--- config.mk ---
export PLATFORM = sky130hd
export DESIGN_NAME = box_cluster_merge_unit
export DESIGN_NICKNAME = d
export VERILOG_FILES = /design/src/rtl/bcm_pkg.sv /design/src/rtl/bcm_ctrl.sv /design/src/rtl/bcm_dpath.sv /design/src/rtl/box_cluster_merge_unit.sv
export SDC_FILE = /design/constraint.sdc
export NUM_CORES = 2
export LEC_CHECK = 0
export BUFFER_PORTS_ARGS = -buffer_cell sky130_fd_sc_hd__buf_4
export CORE_ASPECT_RATIO = 1.1
export CORE_MARGIN = 2
export CORE_UTILIZATION = 60
export DETAILED_ROUTE_END_ITERATION = 6
export PLACE_DENSITY = 0.76
export SLEW_MARGIN = 20
export SYNTH_ARGS = -nofsm -noshare
export SYNTH_HDL_FRONTEND = slang
export SYNTH_HIERARCHICAL = 1
export SYNTH_SLANG_ARGS = --single-unit
export TNS_END_PERCENT = 1
--- constraint.sdc ---
create_clock -name aclk -period 6.6 [get_ports aclk]
set_clock_uncertainty 0.2 [all_clocks]
set_input_delay 0.33 -clock aclk [delete_from_list [all_inputs] [get_ports aclk]]
set_output_delay 0.33 -clock aclk [all_outputs]
set_load 0.02 [all_outputs]
--- src/rtl/bcm_pkg.sv ---
package bcm_pkg;

    // Field widths
    localparam int COORD_W   = 12;
    localparam int EDGE_W    = 13;
    localparam int BOX_W     = 4 * COORD_W;
    localparam int SQ_W      = 2 * COORD_W;
    localparam int SUM_W     = SQ_W + 1;
    localparam int EPS_W     = 13;
    localparam int EPS2_W    = 2 * EPS_W;
    localparam int MINP_W    = 7;
    localparam int ID_OUT_W  = 6;
    localparam int CFG_IDX_W = 1;
    localparam int CFG_DATA_W = 13;

    // Configuration register indexes
    localparam logic [CFG_IDX_W-1:0] CFG_EPS_DISTANCE = 1'd0;
    localparam logic [CFG_IDX_W-1:0] CFG_MIN_POINTS   = 1'd1;

    // Register reset values
    localparam logic [EPS_W-1:0]  EPS_RESET  = 13'd300;
    localparam logic [MINP_W-1:0] MINP_RESET = 7'd2;

    // Default store depth
    localparam int MAX_BOXES_DEF = 32;

    typedef enum logic [3:0] {
        ST_LOAD,
        ST_SEEK,
        ST_DIST,
        ST_DDRAIN,
        ST_LABEL,
        ST_UID,
        ST_USCAN,
        ST_UDRAIN,
        ST_UEND,
        ST_EMIT,
        ST_FINAL
    } state_t;

    typedef struct packed {
        logic load_box;
        logic i_clear;
        logic i_inc;
        logic pass_start;
        logic dist_issue;
        logic union_issue;
        logic label_apply;
        logic id_clear;
        logic id_inc;
        logic pend_load;
        logic out_load;
        logic out_use_pend;
        logic out_last;
        logic set_clear;
    } cmd_t;

    typedef struct packed {
        logic i_at_end;
        logic i_labeled;
        logic j_at_end;
        logic pipe_empty;
        logic cnt_ok;
        logic id_at_end;
        logic acc_any;
        logic out_free;
    } status_t;

endpackage

--- src/rtl/bcm_ctrl.sv ---
module bcm_ctrl (
    input  logic             aclk,
    input  logic             aresetn,
    input  logic             s_valid,
    input  logic             s_last_box,
    output logic             s_ready,
    input  bcm_pkg::status_t status,
    output bcm_pkg::cmd_t    cmd
);
    import bcm_pkg::*;

    state_t state_reg, state_next;
    logic   have_pend_reg, have_pend_next;

    // State and pending-result flag
    always_ff @(posedge aclk) begin
        if (!aresetn) begin
            state_reg     <= ST_LOAD;
            have_pend_reg <= 1'b0;
        end else begin
            state_reg     <= state_next;
            have_pend_reg <= have_pend_next;
        end
    end

    // Sequence the load, distance, labeling and union passes and the result output
    always_comb begin
        state_next     = state_reg;
        have_pend_next = have_pend_reg;
        cmd            = '0;
        s_ready        = 1'b0;
        unique case (state_reg)
            ST_LOAD: begin
                s_ready      = 1'b1;
                cmd.load_box = s_valid;
                if (s_valid && s_last_box) begin
                    cmd.i_clear  = 1'b1;
                    cmd.id_clear = 1'b1;
                    state_next   = ST_SEEK;
                end
            end
            ST_SEEK: begin
                if (status.i_at_end) begin
                    state_next = ST_UID;
                end else if (status.i_labeled) begin
                    cmd.i_inc = 1'b1;
                end else begin
                    cmd.pass_start = 1'b1;
                    state_next     = ST_DIST;
                end
            end
            ST_DIST: begin
                if (status.j_at_end) begin
                    state_next = ST_DDRAIN;
                end else begin
                    cmd.dist_issue = 1'b1;
                end
            end
            ST_DDRAIN: begin
                if (status.pipe_empty) begin
                    state_next = ST_LABEL;
                end
            end
            ST_LABEL: begin
                cmd.label_apply = status.cnt_ok;
                cmd.i_inc       = 1'b1;
                state_next      = ST_SEEK;
            end
            ST_UID: begin
                if (status.id_at_end) begin
                    state_next = ST_FINAL;
                end else begin
                    cmd.pass_start = 1'b1;
                    state_next     = ST_USCAN;
                end
            end
            ST_USCAN: begin
                if (status.j_at_end) begin
                    state_next = ST_UDRAIN;
                end else begin
                    cmd.union_issue = 1'b1;
                end
            end
            ST_UDRAIN: begin
                if (status.pipe_empty) begin
                    state_next = ST_UEND;
                end
            end
            ST_UEND: begin
                if (status.acc_any && have_pend_reg) begin
                    state_next = ST_EMIT;
                end else begin
                    if (status.acc_any) begin
                        cmd.pend_load  = 1'b1;
                        have_pend_next = 1'b1;
                    end
                    cmd.id_inc = 1'b1;
                    state_next = ST_UID;
                end
            end
            ST_EMIT: begin
                // Send the held result, then hold the new one
                if (status.out_free) begin
                    cmd.out_load     = 1'b1;
                    cmd.out_use_pend = 1'b1;
                    cmd.pend_load    = 1'b1;
                    cmd.id_inc       = 1'b1;
                    state_next       = ST_UID;
                end
            end
            ST_FINAL: begin
                if (status.out_free) begin
                    cmd.out_load     = 1'b1;
                    cmd.out_use_pend = have_pend_reg;
                    cmd.out_last     = 1'b1;
                    cmd.set_clear    = 1'b1;
                    have_pend_next   = 1'b0;
                    state_next       = ST_LOAD;
                end
            end
            default: begin
                state_next = ST_LOAD;
            end
        endcase
    end

endmodule

--- src/rtl/bcm_dpath.sv ---
module bcm_dpath #(
    parameter int MAX_BOXES = bcm_pkg::MAX_BOXES_DEF
) (
    input  logic                                 aclk,
    input  logic                                 aresetn,
    input  logic                                 cfg_wr_en,
    input  logic [bcm_pkg::CFG_IDX_W-1:0]        cfg_wr_index,
    input  logic [bcm_pkg::CFG_DATA_W-1:0]       cfg_wr_data,
    input  logic [bcm_pkg::COORD_W-1:0]          s_center_x,
    input  logic [bcm_pkg::COORD_W-1:0]          s_center_y,
    input  logic [bcm_pkg::COORD_W-1:0]          s_half_width,
    input  logic [bcm_pkg::COORD_W-1:0]          s_half_height,
    input  logic                                 m_ready,
    output logic                                 m_valid,
    output logic [bcm_pkg::ID_OUT_W-1:0]         m_cluster_id,
    output logic signed [bcm_pkg::EDGE_W-1:0]    m_left,
    output logic signed [bcm_pkg::EDGE_W-1:0]    m_top,
    output logic [bcm_pkg::EDGE_W-1:0]           m_right,
    output logic [bcm_pkg::EDGE_W-1:0]           m_bottom,
    output logic                                 m_empty_res,
    output logic                                 m_last_result,
    input  bcm_pkg::cmd_t                        cmd,
    output bcm_pkg::status_t                     status
);
    import bcm_pkg::*;

    localparam int IDX_W = (MAX_BOXES > 1) ? $clog2(MAX_BOXES) : 1;
    localparam int CNT_W = $clog2(MAX_BOXES + 1);
    localparam int LBL_W = IDX_W;
    localparam int CMP_W = (CNT_W > MINP_W) ? CNT_W : MINP_W;

    // Box store: one write port, two registered read ports
    logic [BOX_W-1:0] box_mem [MAX_BOXES];
    logic [BOX_W-1:0] rd_a_reg, rd_b_reg;

    // Configuration
    logic [EPS_W-1:0]  eps_reg;
    logic [MINP_W-1:0] minp_reg;
    logic [EPS2_W-1:0] eps_sq_reg;

    // Counters and labels
    logic [CNT_W-1:0]     count_reg, next_reg, i_reg, j_reg, id_reg, cnt_reg;
    logic [MAX_BOXES-1:0] label_valid_reg, near_reg;
    logic [LBL_W-1:0]     label_reg [MAX_BOXES];

    // Distance pipeline
    logic                     d1_vld_reg, d2_vld_reg, d3_vld_reg;
    logic [IDX_W-1:0]         d1_idx_reg, d2_idx_reg, d3_idx_reg;
    logic signed [EDGE_W-1:0] d2_dx_reg, d2_dy_reg;
    logic [SQ_W-1:0]          d3_sqx_reg, d3_sqy_reg;
    logic signed [2*EDGE_W-1:0] prod_x, prod_y;
    logic [SUM_W-1:0]         dist_sum;
    logic                     dist_hit;

    // Union pipeline and accumulators
    logic                     u1_vld_reg, u1_mem_reg, u2_vld_reg, u2_mem_reg;
    logic signed [EDGE_W-1:0] u2_l_reg, u2_t_reg, acc_l_reg, acc_t_reg;
    logic [EDGE_W-1:0]        u2_r_reg, u2_b_reg, acc_r_reg, acc_b_reg;
    logic                     acc_any_reg;

    // Held result
    logic [LBL_W-1:0]         pend_id_reg;
    logic signed [EDGE_W-1:0] pend_l_reg, pend_t_reg;
    logic [EDGE_W-1:0]        pend_r_reg, pend_b_reg;

    // Output register
    logic                     m_valid_reg, m_empty_reg, m_last_reg;
    logic [ID_OUT_W-1:0]      m_id_reg;
    logic signed [EDGE_W-1:0] m_l_reg, m_t_reg;
    logic [EDGE_W-1:0]        m_r_reg, m_b_reg;

    logic [IDX_W-1:0] i_idx, j_idx, wr_idx;
    logic             store_wr, member;
    logic [COORD_W-1:0] a_cx, a_cy, b_cx, b_cy, b_hw, b_hh;

    assign i_idx    = i_reg[IDX_W-1:0];
    assign j_idx    = j_reg[IDX_W-1:0];
    assign wr_idx   = count_reg[IDX_W-1:0];
    assign store_wr = cmd.load_box && (count_reg < CNT_W'(MAX_BOXES));
    assign member   = label_valid_reg[j_idx] && (label_reg[j_idx] == id_reg[LBL_W-1:0]);

    assign a_cx = rd_a_reg[4*COORD_W-1:3*COORD_W];
    assign a_cy = rd_a_reg[3*COORD_W-1:2*COORD_W];
    assign b_cx = rd_b_reg[4*COORD_W-1:3*COORD_W];
    assign b_cy = rd_b_reg[3*COORD_W-1:2*COORD_W];
    assign b_hw = rd_b_reg[2*COORD_W-1:COORD_W];
    assign b_hh = rd_b_reg[COORD_W-1:0];

    assign prod_x   = d2_dx_reg * d2_dx_reg;
    assign prod_y   = d2_dy_reg * d2_dy_reg;
    assign dist_sum = SUM_W'(d3_sqx_reg) + SUM_W'(d3_sqy_reg);
    assign dist_hit = EPS2_W'(dist_sum) <= eps_sq_reg;

    // Store write and reads
    always_ff @(posedge aclk) begin
        if (store_wr) begin
            box_mem[wr_idx] <= {s_center_x, s_center_y, s_half_width, s_half_height};
        end
        rd_a_reg <= box_mem[i_idx];
        rd_b_reg <= box_mem[j_idx];
    end

    // Control state: configuration, counters, labels valid, pipeline valids
    always_ff @(posedge aclk) begin
        if (!aresetn) begin
            eps_reg         <= EPS_RESET;
            minp_reg        <= MINP_RESET;
            count_reg       <= '0;
            next_reg        <= '0;
            i_reg           <= '0;
            j_reg           <= '0;
            id_reg          <= '0;
            cnt_reg         <= '0;
            label_valid_reg <= '0;
            d1_vld_reg      <= 1'b0;
            d2_vld_reg      <= 1'b0;
            d3_vld_reg      <= 1'b0;
            u1_vld_reg      <= 1'b0;
            u2_vld_reg      <= 1'b0;
            acc_any_reg     <= 1'b0;
            m_valid_reg     <= 1'b0;
        end else begin
            if (cfg_wr_en && (cfg_wr_index == CFG_EPS_DISTANCE)) begin
                eps_reg <= cfg_wr_data[EPS_W-1:0];
            end
            if (cfg_wr_en && (cfg_wr_index == CFG_MIN_POINTS)) begin
                minp_reg <= cfg_wr_data[MINP_W-1:0];
            end

            if (store_wr) begin
                count_reg <= count_reg + 1'b1;
            end

            if (cmd.i_clear) begin
                i_reg <= '0;
            end else if (cmd.i_inc) begin
                i_reg <= i_reg + 1'b1;
            end

            if (cmd.pass_start) begin
                j_reg <= '0;
            end else if (cmd.dist_issue || cmd.union_issue) begin
                j_reg <= j_reg + 1'b1;
            end

            if (cmd.id_clear) begin
                id_reg <= '0;
            end else if (cmd.id_inc) begin
                id_reg <= id_reg + 1'b1;
            end

            // Count neighbors at the end of the distance pipeline
            if (cmd.pass_start) begin
                cnt_reg <= '0;
            end else if (d3_vld_reg && dist_hit) begin
                cnt_reg <= cnt_reg + 1'b1;
            end

            // Label every gathered box with the next cluster id
            if (cmd.label_apply) begin
                for (int k = 0; k < MAX_BOXES; k++) begin
                    if (near_reg[k]) begin
                        label_valid_reg[k] <= 1'b1;
                    end
                end
                next_reg <= next_reg + 1'b1;
            end

            d1_vld_reg <= cmd.dist_issue;
            d2_vld_reg <= d1_vld_reg;
            d3_vld_reg <= d2_vld_reg;
            u1_vld_reg <= cmd.union_issue;
            u2_vld_reg <= u1_vld_reg;

            if (cmd.pass_start) begin
                acc_any_reg <= 1'b0;
            end else if (u2_vld_reg && u2_mem_reg) begin
                acc_any_reg <= 1'b1;
            end

            if (cmd.out_load) begin
                m_valid_reg <= 1'b1;
            end else if (m_ready) begin
                m_valid_reg <= 1'b0;
            end

            // Drop the finished set
            if (cmd.set_clear) begin
                label_valid_reg <= '0;
                count_reg       <= '0;
                next_reg        <= '0;
            end
        end
    end

    // Payload: labels, neighbor flags, pipeline data, union and output fields
    always_ff @(posedge aclk) begin
        if (cmd.label_apply) begin
            for (int k = 0; k < MAX_BOXES; k++) begin
                if (near_reg[k]) begin
                    label_reg[k] <= next_reg[LBL_W-1:0];
                end
            end
        end

        eps_sq_reg <= EPS2_W'(eps_reg) * EPS2_W'(eps_reg);

        if (cmd.pass_start) begin
            near_reg <= '0;
        end else if (d3_vld_reg) begin
            near_reg[d3_idx_reg] <= dist_hit;
        end

        d1_idx_reg <= j_idx;
        d2_idx_reg <= d1_idx_reg;
        d3_idx_reg <= d2_idx_reg;
        d2_dx_reg  <= $signed({1'b0, a_cx}) - $signed({1'b0, b_cx});
        d2_dy_reg  <= $signed({1'b0, a_cy}) - $signed({1'b0, b_cy});
        d3_sqx_reg <= prod_x[SQ_W-1:0];
        d3_sqy_reg <= prod_y[SQ_W-1:0];

        // Edges of the box just read
        u1_mem_reg <= member;
        u2_mem_reg <= u1_mem_reg;
        u2_l_reg   <= $signed({1'b0, b_cx}) - $signed({1'b0, b_hw});
        u2_t_reg   <= $signed({1'b0, b_cy}) - $signed({1'b0, b_hh});
        u2_r_reg   <= {1'b0, b_cx} + {1'b0, b_hw};
        u2_b_reg   <= {1'b0, b_cy} + {1'b0, b_hh};

        // Grow the union rectangle
        if (u2_vld_reg && u2_mem_reg) begin
            if (!acc_any_reg || (u2_l_reg < acc_l_reg)) acc_l_reg <= u2_l_reg;
            if (!acc_any_reg || (u2_t_reg < acc_t_reg)) acc_t_reg <= u2_t_reg;
            if (!acc_any_reg || (u2_r_reg > acc_r_reg)) acc_r_reg <= u2_r_reg;
            if (!acc_any_reg || (u2_b_reg > acc_b_reg)) acc_b_reg <= u2_b_reg;
        end

        if (cmd.pend_load) begin
            pend_id_reg <= id_reg[LBL_W-1:0];
            pend_l_reg  <= acc_l_reg;
            pend_t_reg  <= acc_t_reg;
            pend_r_reg  <= acc_r_reg;
            pend_b_reg  <= acc_b_reg;
        end

        if (cmd.out_load) begin
            m_last_reg <= cmd.out_last;
            if (cmd.out_use_pend) begin
                m_id_reg    <= ID_OUT_W'(pend_id_reg);
                m_l_reg     <= pend_l_reg;
                m_t_reg     <= pend_t_reg;
                m_r_reg     <= pend_r_reg;
                m_b_reg     <= pend_b_reg;
                m_empty_reg <= 1'b0;
            end else begin
                m_id_reg    <= '0;
                m_l_reg     <= '0;
                m_t_reg     <= '0;
                m_r_reg     <= '0;
                m_b_reg     <= '0;
                m_empty_reg <= 1'b1;
            end
        end
    end

    // Status to the controller
    always_comb begin
        status.i_at_end   = (i_reg == count_reg);
        status.i_labeled  = label_valid_reg[i_idx];
        status.j_at_end   = (j_reg == count_reg);
        status.pipe_empty = !(d1_vld_reg || d2_vld_reg || d3_vld_reg ||
                              u1_vld_reg || u2_vld_reg);
        status.cnt_ok     = CMP_W'(cnt_reg) >= CMP_W'(minp_reg);
        status.id_at_end  = (id_reg == next_reg);
        status.acc_any    = acc_any_reg;
        status.out_free   = !m_valid_reg || m_ready;
    end

    assign m_valid       = m_valid_reg;
    assign m_cluster_id  = m_id_reg;
    assign m_left        = m_l_reg;
    assign m_top         = m_t_reg;
    assign m_right       = m_r_reg;
    assign m_bottom      = m_b_reg;
    assign m_empty_res   = m_empty_reg;
    assign m_last_result = m_last_reg;

endmodule

--- src/rtl/box_cluster_merge_unit.sv ---
// Boxes load one request per cycle while in the load state, and a box that does not
// close the set gives no result. After the closing box, each unlabeled seed runs a
// distance pass and each cluster id a union scan over all N stored boxes, each pass
// reading the stored boxes one at a time through one store read port.
// Results leave at most one per cycle through an output register.
// Synchronous active-low reset clears labels, counts and sets eps 300, min points 2.
module box_cluster_merge_unit #(
    parameter int MAX_BOXES = bcm_pkg::MAX_BOXES_DEF
) (
    input  logic                              aclk,
    input  logic                              aresetn,
    input  logic                              cfg_wr_en,
    input  logic [bcm_pkg::CFG_IDX_W-1:0]     cfg_wr_index,
    input  logic [bcm_pkg::CFG_DATA_W-1:0]    cfg_wr_data,
    input  logic                              s_valid,
    output logic                              s_ready,
    input  logic [bcm_pkg::COORD_W-1:0]       s_center_x,
    input  logic [bcm_pkg::COORD_W-1:0]       s_center_y,
    input  logic [bcm_pkg::COORD_W-1:0]       s_half_width,
    input  logic [bcm_pkg::COORD_W-1:0]       s_half_height,
    input  logic                              s_last_box,
    output logic                              m_valid,
    input  logic                              m_ready,
    output logic [bcm_pkg::ID_OUT_W-1:0]      m_cluster_id,
    output logic signed [bcm_pkg::EDGE_W-1:0] m_left,
    output logic signed [bcm_pkg::EDGE_W-1:0] m_top,
    output logic [bcm_pkg::EDGE_W-1:0]        m_right,
    output logic [bcm_pkg::EDGE_W-1:0]        m_bottom,
    output logic                              m_empty_res,
    output logic                              m_last_result
);
    import bcm_pkg::*;

    cmd_t    cmd;
    status_t status;

    // Sequencer
    bcm_ctrl u_ctrl (
        .aclk       (aclk),
        .aresetn    (aresetn),
        .s_valid    (s_valid),
        .s_last_box (s_last_box),
        .s_ready    (s_ready),
        .status     (status),
        .cmd        (cmd)
    );

    // Store, distance and union datapath
    bcm_dpath #(
        .MAX_BOXES (MAX_BOXES)
    ) u_dpath (
        .aclk          (aclk),
        .aresetn       (aresetn),
        .cfg_wr_en     (cfg_wr_en),
        .cfg_wr_index  (cfg_wr_index),
        .cfg_wr_data   (cfg_wr_data),
        .s_center_x    (s_center_x),
        .s_center_y    (s_center_y),
        .s_half_width  (s_half_width),
        .s_half_height (s_half_height),
        .m_ready       (m_ready),
        .m_valid       (m_valid),
        .m_cluster_id  (m_cluster_id),
        .m_left        (m_left),
        .m_top         (m_top),
        .m_right       (m_right),
        .m_bottom      (m_bottom),
        .m_empty_res   (m_empty_res),
        .m_last_result (m_last_result),
        .cmd           (cmd),
        .status        (status)
    );

endmodule

; ---- After elaboration in Yosys (flattened, before gate mapping)
; Memory sizes are Yosys's and may differ from the RTL's. A register that Yosys moved wholly into a read port is not among the register bits.
; Index checks and enable logic that the tools add are counted.
[word_totals]
ff_bits = 470
latch_bits = 0
ram_bits = 1696
romBits = 0
input_bits = 68
out_inout_bits = 62
word_cells = 349
n_memories = 2
[op_classes]
add_sub_neg = 13
mul = 3
div_mod_pow = 0
magnitude_cmp = 11
n_eq_ne = 24
n_shift = 0
mux = 147
n_bitwise = 2
reduce_logical = 66
[memory_table]
columns = memory, words, word_bits, rd, rd_ports_with_merged_regs, wr, line
row1 = u_dpath.box_mem, 32, 48, 2, 2, 1, bcm_dpath.sv:33  ; logic [BOX_W-1:0] box_mem [MAX_BOXES];
row2 = u_dpath.label_reg, 32, 5, 1, 1, 32, bcm_dpath.sv:44  ; logic [LBL_W-1:0] label_reg [MAX_BOXES];
[op_table]
columns = operator, n
row1 = 1-bit two-way mux, 119
row2 = 2-bit AND reduction, 36
row3 = 4-bit two-way mux, 13
row4 = 12-bit by 12-bit subtractor with 13-bit output, 4
row5 = 13-bit by 13-bit multiplier with 24-bit output, 2
row6 = 4-bit one-hot mux with 11 select lines, 1
row7 = "6-bit by 1-bit adder with 6-bit output, second input constant", 6
row8 = 32-bit bitwise mux, 1
row9 = 12-bit by 12-bit adder with 13-bit output, 2
row10 = 13-bit > comparator, 2
row11 = 25-bit by 26-bit less-or-equal comparator with 1-bit output, 1
row12 = 13-bit < comparator, 2
row13 = 13-bit by 13-bit multiplier with 26-bit output, 1
row14 = 24-bit by 24-bit adder with 25-bit output, 1
row15 = 6-bit == test, 3
row16 = "5-bit by 6-bit < comparator with 1-bit output, second input constant", 3
row17 = "4-bit by 3-bit == test with 1-bit output, second input constant", 4
row18 = "2-bit inequality test, second input constant", 7
row19 = "4-bit == test, second input constant", 3
row20 = 1-bit binary-select mux with 5-bit select, 2
row21 = 1-bit logical OR, 10
row22 = 5-bit two-way mux, 2
row23 = 1-bit logical AND, 9
row24 = "4-bit by 2-bit == test with 1-bit output, second input constant", 2
row25 = other kinds (18), 30

; ---- Depth between registers and ports, before layout
[logic_depth]
ltp_word = 7
depth_mapped = 25
mapped_depth_nobuf = 23

; ---- By module
; Netlist, hierarchy kept.
[modules_own_cells]
columns = module, instances, cells_per_inst, area_per_inst_um2, seq_area_each_um2
row1 = bcm_dpath, 1, 6515, 107496.8, 63340.7
row2 = bcm_ctrl, 1, 80, 563.0, 100.1

; ---- Least setup slack after synthesis
; OpenSTA, ideal clock, no wires.
[synth_timing]
kind = register to register
startpoint = reg u_ctrl.state_reg[1]
endpoint = mem u_dpath/box_mem[19][0] (netlist bit) (enable)
setup_ns = 0.523
t_arrival_ns = 5.636
required_ns = 5.877
setup_slack_ns = 0.241
stages_incl_launch_ff = 8
path_buffers = 1
synth_period_minus_slack_ns = 6.359
path_cell_list = dfxtp_1 nor4_2 and2_1 nor2b_1 clkbuf_1 nand2_1 or2_2 nor3b_1
[synth_rtl]
columns = element, line
row1 = from (decl), bcm_ctrl.sv:12  ; state_t state_reg, state_next;
row2 = from (signal assigned), bcm_ctrl.sv:21  ; state_reg <= state_next;
row3 = to (decl), bcm_dpath.sv:33

; ---- Worst setup path in the final report
[layout_timing]
startpoint = reg u_dpath.d2_dy_reg[12]
endpoint = reg u_dpath.d3_sqy_reg[23]
[layout_between]
elab_chain_len = 1
[layout_rtl]
columns = element, line
row1 = from (decl), bcm_dpath.sv:49  ; logic signed [EDGE_W-1:0] d2_dx_reg, d2_dy_reg;
row2 = from (signal assigned), bcm_dpath.sv:218  ; d2_dy_reg <= $signed({1'b0, a_cy}) - $signed({1'b0, b_cy});
row3 = 13-bit by 13-bit multiplier with 24-bit output, bcm_dpath.sv:90  ; assign prod_y = d2_dy_reg * d2_dy_reg;
row4 = named net u_dpath.prod_y[23], bcm_dpath.sv:51  ; logic signed [2*EDGE_W-1:0] prod_x, prod_y;
row5 = to (signal assigned), bcm_dpath.sv:220  ; d3_sqy_reg <= prod_y[SQ_W-1:0];
row6 = to (decl), bcm_dpath.sv:50  ; logic [SQ_W-1:0] d3_sqx_reg, d3_sqy_reg;
; The timed path passes the listed nets, and every way through them passes these cells.
; A chain may end at the register's enable or synchronous reset.

==> flow_metrics.env <==
export IMPL_grt_pass1_vias=62000
export IMPL_holdCritPathClass="input pin to flip-flop"
export IMPL_async_reset_ff_share_pct=0
export IMPL_core_area_um2=179000
export IMPL_via_per_inst=6.34
export IMPL_grt_start_max_net_pins=137
export IMPL_drt_iter0_drc=6078
export IMPL_muxShareOfSynthArea_pct=17.1
export IMPL_rsz0062_at_grt="no"
export IMPL_yosys_area_share_xor_xnor_pct=1.61
export IMPL_drtAntennaViolNets=0
export IMPL_cts_root_buf="clkbuf_16"
export IMPL_netlist_instances=6595
export IMPL_crit_chain="buf_4, nor2b_1, xnor2_1, ha_1, inv_1, fa_1, inv_1, fa_1, fa_1, fa_1, fa_1, ha_1, a21o_1, a2111oi_0, o21ai_1, a31oi_1, o21ai_1, a2111oi_0, a41oi_1, o311ai_1"
export IMPL_antenna_found_initial=25
export IMPL_cpMostUsedCell="fa_1"
export IMPL_die_area_um2=184000
export IMPL_ys_seq_area_share_pct=58.7
export IMPL_setup_viol=0
export IMPL_fillers=11700
export IMPL_relSlewSlack_pct=23.4
export IMPL_cp_start_kind="flip-flop"
export IMPL_wl_met1_um=95900
export IMPL_final_nets=7666
export IMPL_cts_tree="built"
export IMPL_drc=0
export IMPL_ys_types=86
export IMPL_synth_top_family_by_area="multiplexers"
export IMPL_area_delta_synth_final_pct=11.6
export IMPL_ios=130
export IMPL_finalWirelength_um=264000
export IMPL_wl_met2_um=133000
export IMPL_finalCritPeriodShare_pct=94.6
export IMPL_synth_area_leader_cell="edfxtp_1"
export IMPL_crit_slowest_cell="fa_1"
export IMPL_cts_buffers=215
export IMPL_worstPathArrival_ps=6800
export IMPL_cts_num_sinks=2237
export IMPL_grt_pass1_wl_um=395000
export IMPL_worstMarginPinSlew_ps=1150
export IMPL_clock_path_buffers=3
export IMPL_clk_pin_slew_ps=70
export IMPL_ys_warn_count=6
export IMPL_grt_total_usage_pct=29.2
export IMPL_port_buffers=128
export IMPL_synth_seq_cells=2237
export IMPL_clkLatencyLatePin_ps=880
export IMPL_synth_adder_area_share_pct=11.3
export IMPL_dr_total_vias=59900
export IMPL_syn_area_per_cell_um2=16.4
export IMPL_final_max_slew_viol_count=0
export IMPL_crit_path_max_fanout=21
export IMPL_maxCapViolations=0
export IMPL_period_minus_slack_ps=6240
export IMPL_hpwl_um=155000
export IMPL_gp_congestion=0.848
export IMPL_cts_setup_buffers=0
export IMPL_h_tree_depth=4
export IMPL_top_layer="met5"
export IMPL_wire_per_inst_um=28.0
export IMPL_crit_required_ps=7160
export IMPL_slowest_delay_ps=520
export IMPL_synth_most_common_cell="edfxtp_1"
export IMPL_setup_tns_ps=0
export IMPL_yosys_area_share_simple_pct=4.60
export IMPL_netlist_area_um2=108000
export IMPL_yosysTopAreaCellShare_pct=51.8
export IMPL_synthTopCellsByCount="edfxtp_1 (1864), mux4_2 (768), inv_1 (701), ha_1 (387), dfxtp_1 (373)"
export IMPL_drt_pass1_iter_count=6
export IMPL_layout_drive_gt1_share_pct=21.4
export IMPL_yosys_top_cells_area="edfxtp_1 (52%), mux4_2 (16%), dfxtp_1 (6.9%)"
export IMPL_synthFlopType="edfxtp_1"
export IMPL_die_h_um=449
export IMPL_gr_total_overflow=0
export IMPL_wl_met3_um=24500
export IMPL_crit_path_end_kind="flip-flop"
export IMPL_outcome="completed"
export IMPL_synth_edf_count=1864
export IMPL_hold_viol=0
export IMPL_rows=163
export IMPL_max_clock_freq_ghz=0.160
export IMPL_die_w_um=409
export IMPL_largest_register_ffs=1536
export IMPL_crit_type="flip-flop to flip-flop"
export IMPL_start_util_pct=60.3
export IMPL_synth_compound_area_share_pct=3.11
## cell usage in the layout (no fill, tap or decap), types with 140 or more instances in the layout
| master | instances |
|---|---|
| edfxtp_1 | 1864 |
| mux4_2 | 768 |
| inv_1 | 701 |
| ha_1 | 387 |
| fa_1 | 366 |
| dfxtp_1 | 350 |
| nor2_1 | 268 |
| nand2_1 | 255 |
| clkbuf_16 | 220 |
| buf_4 | 199 |
| and2_1 | 179 |
| a21oi_1 | 140 |
## logic make-up (layout without fill, tap and decap cells)
logic type | Yosys count | count (layout)
AO/OA/AOI/OAI | 511 | 511
XOR/XNOR | 199 | 199
adder cells (fa/ha/maj) | 753 | 753
buffers and inverters | 994 | 1429
flip-flops | 2237 | 2237
multiplexers | 882 | 882
other | 1 | 25
AND/OR/NAND/NOR | 1018 | 1018
## worst paths after layout
check	to	slack [ps]	cells past startpoint	from
worst max-delay path	u_dpath/d3_sqy_reg[23]$_DFF_P_	360	20	u_dpath/d2_dy_reg[12]$_DFF_P_
worst min register to register	u_dpath/d3_idx_reg[0]$_DFF_P_	130	0	u_dpath/d2_idx_reg[0]$_DFF_P_
worst max register to register	u_dpath/d3_sqy_reg[23]$_DFF_P_	360	20	u_dpath/d2_dy_reg[12]$_DFF_P_
worst min-delay path	u_dpath/eps_reg[12]$_SDFFE_PN0P_	120	4	cfg_wr_data[12]
## critical path, delay by kind of cell, from the launching register on
family                   cells  cell delay, ps
adder cells (fa/ha/maj)      7            2920
AO/OA/AOI/OAI                8            1940
flip-flops                   1             460
buffers and inverters        3             380
AND/OR/NAND/NOR              1             180
XOR/XNOR                     1              80
## layer usage
metal	up-vias	track usage (%)
met5	-	0
met4	16	11.4
met3	599	5.09
met2	3042	48.6
met1	31000	38.7
li1	25300	-
## area by class of cell
class,instances,area [µm²],share of cell area (%)
tap,2392,2990,2.48
timing repair buffer,325,3060,2.54
antenna,23,57.6,0.0477
clock buffer,283,5890,4.89
inverter,701,2630,2.18
clock inverter,120,1400,1.16
multi-input combinational,3365,41100,34.0
sequential,2237,63500,52.7
## per-stage QoR
stage	std cells	utilization, %	hold slack [ps]	cell area (µm²)	worst slack, ps
final	9446	67.3	118	121000	358
after global routing	9438	67.3	132	121000	54.2
after CTS	9423	67.3	72.4	121000	147
after detailed placement	8924	62.7	112	112000	182
after global placement	8922	62.7	111	112000	365
after floorplan	6596	-	110	108000	241
## repair_timing
item                                   4_1_cts  5_1_grt
setup endpoints to repair                    0        2
hold buffers                                96        0
endpoints found under the hold margin     1582        0
gates resized for setup                      0        6
Power is not shown: default switching activity piles up to over one toggle a cycle in this logic, so the estimate is an artifact.
